--- config.mk ---
export PLATFORM = sky130hd
export DESIGN_NAME = dst_ctrl
export DESIGN_NICKNAME = d
export VERILOG_FILES = /design/src/rtl/dst_pkg.sv /design/src/rtl/dst_ctrl.sv
export SDC_FILE = /design/constraint.sdc
export NUM_CORES = 1
export LEC_CHECK = 0
export ABC_AREA = 1
export BUFFER_PORTS_ARGS = -buffer_cell sky130_fd_sc_hd__buf_4
export CAP_MARGIN = 20
export CORE_MARGIN = 2
export CORE_UTILIZATION = 40
export DETAILED_ROUTE_END_ITERATION = 8
export GPL_ROUTABILITY_DRIVEN = 0
export PLACE_DENSITY = 0.69
export SYNTH_ARGS = -nofsm -noshare
export SYNTH_HDL_FRONTEND = slang
export SYNTH_SLANG_ARGS = --single-unit
--- constraint.sdc ---
create_clock -name clk_i -period 3.45 [get_ports clk_i]
set_input_delay 0.1725 -clock clk_i [delete_from_list [all_inputs] [get_ports clk_i]]
set_output_delay 0.1725 -clock clk_i [all_outputs]
set_load 0.03 [all_outputs]
--- src/rtl/dst_pkg.sv ---
// Package for the decaying score table: beat payload types, register codes,
// the Q1.16 fractional decay table and the controller/datapath command structs.
// No dependencies.
`timescale 1ns / 1ps
`default_nettype none
package dst_pkg;

  localparam int unsigned CfgAddrBits = 3;
  localparam logic [CfgAddrBits-1:0] AddrHalfLife = 3'd0;
  localparam logic [CfgAddrBits-1:0] AddrIncrement = 3'd4;

  localparam logic [31:0] HalfLifeReset = 32'd604800;
  localparam logic [15:0] IncrementReset = 16'd4096;

  localparam logic [1:0] OutcomeHit = 2'd0;
  localparam logic [1:0] OutcomeAppend = 2'd1;
  localparam logic [1:0] OutcomeEvict = 2'd2;

  typedef struct packed {
    logic [63:0] key;
    logic [31:0] now_seconds;
  } in_beat_t;

  typedef struct packed {
    logic [8:0]  slot;
    logic [1:0]  outcome;
    logic [31:0] new_score;
  } out_beat_t;

  // Controller -> datapath commands
  typedef struct packed {
    logic capture;     // latch input beat
    logic rd_en;       // issue read of tables at rd_addr
    logic dec_start;   // start decay of returned entry
    logic min_take;    // compare decayed value against running minimum
    logic min_first;   // first entry of the min sweep
    logic fin_start;   // start final decay of the hit entry
    logic write;       // commit the selected slot
    logic load_out;    // load the output register
  } dst_cmd_t;

  // Datapath -> controller status
  typedef struct packed {
    logic key_match;
    logic dec_done;
  } dst_sts_t;

  // F[i] = round(2^16 * 2^(-i/256))
  function automatic logic [16:0] frac_rom(input logic [7:0] idx);
    logic [63:0] a;
    logic [63:0] f;
    a = 64'd1 << 32;
    f = 64'd65536;
    for (int i = 1; i < 256; i++) begin
      a = (a * 64'd4283353945 + (64'd1 << 31)) >> 32;
      if (i == int'(idx)) f = (a + 64'd32768) >> 16;
    end
    return f[16:0];
  endfunction

endpackage
`default_nettype wire

--- src/rtl/dst_ctrl.sv ---
// Controller: sweeps the table for a key, on a full-table miss for the lowest
// decayed score, and sequences the decay unit and commit. Depends on dst_pkg.
`timescale 1ns / 1ps
`default_nettype none
module dst_ctrl #(
  parameter int unsigned Entries = 512,
  localparam int unsigned AddrBits = $clog2(Entries),
  localparam int unsigned CountBits = $clog2(Entries + 1)
) (
  input  wire logic                clk_i,
  input  wire logic                rst_ni,
  input  wire logic                in_valid_i,
  output logic                     in_ready_o,
  output logic                     out_valid_o,
  input  wire logic                out_ready_i,
  input  wire dst_pkg::dst_sts_t   sts_i,
  input  wire logic [AddrBits-1:0] min_slot_i,
  output dst_pkg::dst_cmd_t        cmd_o,
  output logic [AddrBits-1:0]      rd_addr_o,
  output logic [AddrBits-1:0]      wr_addr_o,
  output logic [1:0]               outcome_o
);
  localparam logic [2:0] StIdle  = 3'd0;
  localparam logic [2:0] StLook  = 3'd1;
  localparam logic [2:0] StCheck = 3'd2;
  localparam logic [2:0] StMinRd = 3'd3;
  localparam logic [2:0] StMinDec = 3'd4;
  localparam logic [2:0] StHitDec = 3'd5;
  localparam logic [2:0] StCommit = 3'd6;

  logic [2:0]           st_q, st_d;
  logic [CountBits-1:0] count_q, count_d;
  logic [AddrBits-1:0]  ptr_q, ptr_d;
  logic [AddrBits-1:0]  slot_q, slot_d;
  logic [1:0]           oc_q, oc_d;
  logic                 first_q, first_d;
  logic                 ov_q, ov_d;

  // Output register frees once taken; next beat can be accepted meanwhile
  assign in_ready_o  = (st_q == StIdle) && (!ov_q || out_ready_i);
  assign out_valid_o = ov_q;
  assign rd_addr_o   = ptr_q;
  assign wr_addr_o   = slot_q;
  assign outcome_o   = oc_q;

  logic last;
  assign last = (CountBits'(ptr_q) == count_q - CountBits'(1));

  always_comb begin
    st_d = st_q;
    count_d = count_q;
    ptr_d = ptr_q;
    slot_d = slot_q;
    oc_d = oc_q;
    first_d = first_q;
    ov_d = ov_q && !out_ready_i;
    cmd_o = '0;
    case (st_q)
      StIdle: begin
        if (in_valid_i && in_ready_o) begin
          cmd_o.capture = 1'b1;
          ptr_d = '0;
          if (count_q == '0) begin
            slot_d = '0;
            oc_d = dst_pkg::OutcomeAppend;
            st_d = StCommit;
          end else st_d = StLook;
        end
      end
      StLook: begin
        cmd_o.rd_en = 1'b1;
        st_d = StCheck;
      end
      StCheck: begin
        if (sts_i.key_match) begin
          slot_d = ptr_q;
          oc_d = dst_pkg::OutcomeHit;
          st_d = StHitDec;
          cmd_o.fin_start = 1'b1;
        end else if (!last) begin
          ptr_d = ptr_q + AddrBits'(1);
          st_d = StLook;
        end else if (count_q < CountBits'(Entries)) begin
          slot_d = count_q[AddrBits-1:0];
          oc_d = dst_pkg::OutcomeAppend;
          st_d = StCommit;
        end else begin
          ptr_d = '0;
          first_d = 1'b1;
          oc_d = dst_pkg::OutcomeEvict;
          st_d = StMinRd;
        end
      end
      StMinRd: begin
        cmd_o.rd_en = 1'b1;
        st_d = StMinDec;
      end
      StMinDec: begin
        if (first_q || sts_i.dec_done) cmd_o.dec_start = first_q;
        if (sts_i.dec_done) begin
          cmd_o.min_take = 1'b1;
          cmd_o.min_first = (ptr_q == '0);
          if (last) begin
            st_d = StCommit;
            first_d = 1'b0;
          end else begin
            ptr_d = ptr_q + AddrBits'(1);
            first_d = 1'b1;
            st_d = StMinRd;
          end
        end else first_d = 1'b0;
      end
      StHitDec: begin
        if (sts_i.dec_done) st_d = StCommit;
      end
      StCommit: begin
        if (oc_q == dst_pkg::OutcomeEvict) slot_d = min_slot_i;
        if (oc_q != dst_pkg::OutcomeEvict || slot_q == min_slot_i) begin
          cmd_o.write = 1'b1;
          cmd_o.load_out = 1'b1;
          ov_d = 1'b1;
          if (oc_q == dst_pkg::OutcomeAppend) count_d = count_q + CountBits'(1);
          st_d = StIdle;
        end
      end
      default: st_d = StIdle;
    endcase
  end

  always_ff @(posedge clk_i or negedge rst_ni) begin
    if (!rst_ni) begin
      st_q <= StIdle;
      count_q <= '0;
      ov_q <= 1'b0;
      first_q <= 1'b0;
    end else begin
      st_q <= st_d;
      count_q <= count_d;
      ov_q <= ov_d;
      first_q <= first_d;
    end
  end

  always_ff @(posedge clk_i) begin
    ptr_q <= ptr_d;
    slot_q <= slot_d;
    oc_q <= oc_d;
  end
endmodule
`default_nettype wire

==> metrics.md <==
| Metric | Value |
|---|---|
| Status | `complete, no violations` |
| Pre-Repair DR Iteration Count | `4` |
| Setup WS post-layout | `0.768 ns` |
| Mapped Nets | `358` |
| Placed insts | `456` |
| Synth top cells by count | `94 x nand2_1, 53 x nor2_1, 46 x inv_1, 25 x nand3_1, 20 x edfxtp_1` |
| Count leader, synth | `nand2_1` |
| Antenna Cells | `0` |
| Post-route DRC | `0` |
| H-tree depth | `2` |
| Fin nets | `408` |
| TritonCTS Sinks | `35` |
| Aggregate global routing overflow | `0` |
| Crit-path slowest cell | `nor2_1` |
| Hold Crit Class | `in -> reg` |
| Clock Pin Slew Worst Setup and Hold Paths | `around 0.07 ns` |
| Synthesized cell area | `approximately 0.0025 sq mm` |
| CP Max Fanout | `9` |
| Synth Register Bits | `35` |
| Max IR drop VDD | `between 0.4 and 0.5 mV` |
| Req. time, crit path | `between 3 and 4 ns` |
| Pin count of the biggest net entering global routing | `16` |
| Avg Inst Size Synth | `7.25 sq um` |
| Sequential standard cell area | `976 sq um` |
| Clk buf depth | `2` |
| Fmax | `approximately 0.37 GHz` |
| Io pins | `45` |
| Yosys cell types | `30` |
| Worst Path Buf+Inv | `1` |
| CTS tree | `yes` |
| Fin crit period | `2.68 ns` |
| CTS Buf Count | `5` |
| Share of layout cells above drive strength 1 | `18.7%` |
| Fillers | `608` |
| Antenna Nets Post-Route | `0` |
| Leak Pwr | `between 0.001 and 0.0015 uW` |
| Iteration-0 DRC Markers | `195` |
| Fin crit share | `approximately 80%` |
| Final Hold Viols | `0` |
| Clock Latency Late Sink | `0.29 ns` |
| Initial Utilization | `41.5%` |
| DIE WIDTH | `a little over 80 um` |
| Worst Setup End Kind | `flop` |
| Setup repair bufs after CTS | `0` |
| Cell Rows | `28` |
| Core area | `around 0.006 sq mm` |
| Synth-to-layout area growth | `21.8%` |
| Die Y | `82.4 um` |
| Vias per cell | `4.89` |
| GRT Total Usage | `roughly a fifth` |
| Asr flop ratio synth | `42.9%` |
| Post-synthesis sequential area ratio | `about two fifths` |
| YS warnings | `0` |
| Clock skew | `approximately 0.0065 ns` |
| Relative slew margins | `54.9%` |
| Cells after Synth | `339` |
| Global-route wire length before repair | `9.69 mm` |
| EDFF count, synth | `20` |
| Synth top area share | `24.4%` |
| Crit Path Class | `reg -> reg` |
| Die area | `0.00679 sq mm` |
| R2R setup slack | `about 0.77 ns` |
| Final setup viols | `0` |
| Worst-margin pin slew | `0.674 ns` |
| Root Driver | `clkbuf_8` |
| Area leader, netlist | `edfxtp_1` |
| Via count | `around 2300` |
| Worst path max stage delay | `0.52 ns` |
| Post-synth top flop | `edfxtp_1` |
| Number of global-route vias before repair | `2103` |
| Area contributors post-synth | `edfxtp_1 24%, dfrtp_1 15%, nand2_1 14%` |
| Slew Viols, Final | `0` |
| Initial antenna violation count | `0` |
| Detailed placer's ending HPWL | `between 4 and 5 mm` |
| Worst EP arrival | `2.61 ns` |
| MaxCap Viol Count | `0` |
| Footprint of the multi-input gates | `0.00127 sq mm` |
| Worst Setup Start Kind | `flop` |
| Post-Layout Cell Count | `465` |
| PD cells | `969 mW/mm^2` |
| Final core utilization | `approximately half` |
| Critical path's top delay family | `simple AND/OR/NAND/NOR gates` |
| RSZ-0062 raised after global routing | `false` |
| Pre-CTS setup slack | `0.767 ns` |
| Wire length per cell | `12.9 um` |
| Drt total wl | `6.00 mm` |
| Critical path, cell by cell | `inv_1 > ha_1 > or2_2 > nand3_1 > nor2_1 > nand2_1 > nor2_1 > nand2_1 > nor2_4 > o21ai_0 > nand2_1 > nor2_1` |
| I/O Buffers | `44` |
| Final TNS setup | `0 ns` |
-- registers in the layout, summed over array words and instances, names as in the netlist --
register and count:
st_q 3, first_q 1, outcome_o 2, rd_addr_o 9, out_valid_o 1, count_q 10
wr_addr_o 9
-- worst paths after layout --
path                             startpoint           end  cells after the start
max in group asynchronous            rst_ni       st_q[1]                      2
worst min register to register      first_q       first_q                      1
min in group asynchronous            rst_ni    count_q[2]                      2
worst min-delay path            out_ready_i   out_valid_o                      2
worst max register to register   count_q[1]  rd_addr_o[6]                     12
worst max-delay path             count_q[1]  rd_addr_o[6]                     12
-- through the flow --
stage | instance area, sq um | hold slack, ns | total power, uW
2_1_floorplan | 2460 | -0.123 | 2020
3_3_place_gp | 2870 | 0.0510 | 2500
3_5_place_dp | 2870 | 0.0519 | 2520
4_1_cts | 2990 | 0.0769 | 2910
5_1_grt | 2990 | 0.0774 | 3140
6_report | 2990 | 0.0773 | 2900
-- kinds of logic after synthesis --
logic type	count (synthesis)	share of synthesized area (%)
compound gates	30	7.68
xor+xnor	18	6.41
fa+ha+maj	4	2.04
buf+inv	54	8.75
flops	35	39.7
simple gates	198	35.4
-- per-layer routing --
metal	routed length, um	track usage [%]
met5	0	0
met4	146	8.50
met3	267	2.61
met2	2690	29.2
met1	2890	26.5
-- cells in the final DEF (no fill, tap or decap), types with 2 or more instances in the layout --
cell and instances:
nor3_1 7, inv_1 46, xnor2_1 7, xor2_1 11, nand2_1 94, nand4_1 2
buf_4 45, clkbuf_8 6, a21oi_1 8, nand3_1 25, or2_2 2, nor2_2 5
inv_2 4, o221ai_1 8, nor2_1 53, o21ai_0 9, nor2_4 6, dfrtp_1 15
ha_1 4, edfxtp_1 20, o21a_1 2
-- layout make-up --
cell class / count / share of cell area, %
clock buffer: 6 / 2.76
clock inverter: 2 / 1.17
inverter: 51 / 6.39
multi-input combinational: 250 / 42.3
sequential: 35 / 32.6
tap: 75 / 3.13
timing repair buffer: 46 / 11.6
-- power breakdown --
part	leakage (uW)	internal (uW)	switching (uW)	total, uW
Sequential	0.000394	683	169	851
Combinational	0.000978	573	1090	1660
Clock	0.0000612	234	154	388
-- timing repair --
| action | CTS | global route |
|---|---|---|
| endpoints found under the setup margin | 0 | 0 |
| hold endpoints to repair | 15 | 0 |
| resized for setup | 0 | 0 |
| hold buffers | 1 | 0 |
No activity file was read; power rests on OpenSTA's default activity.
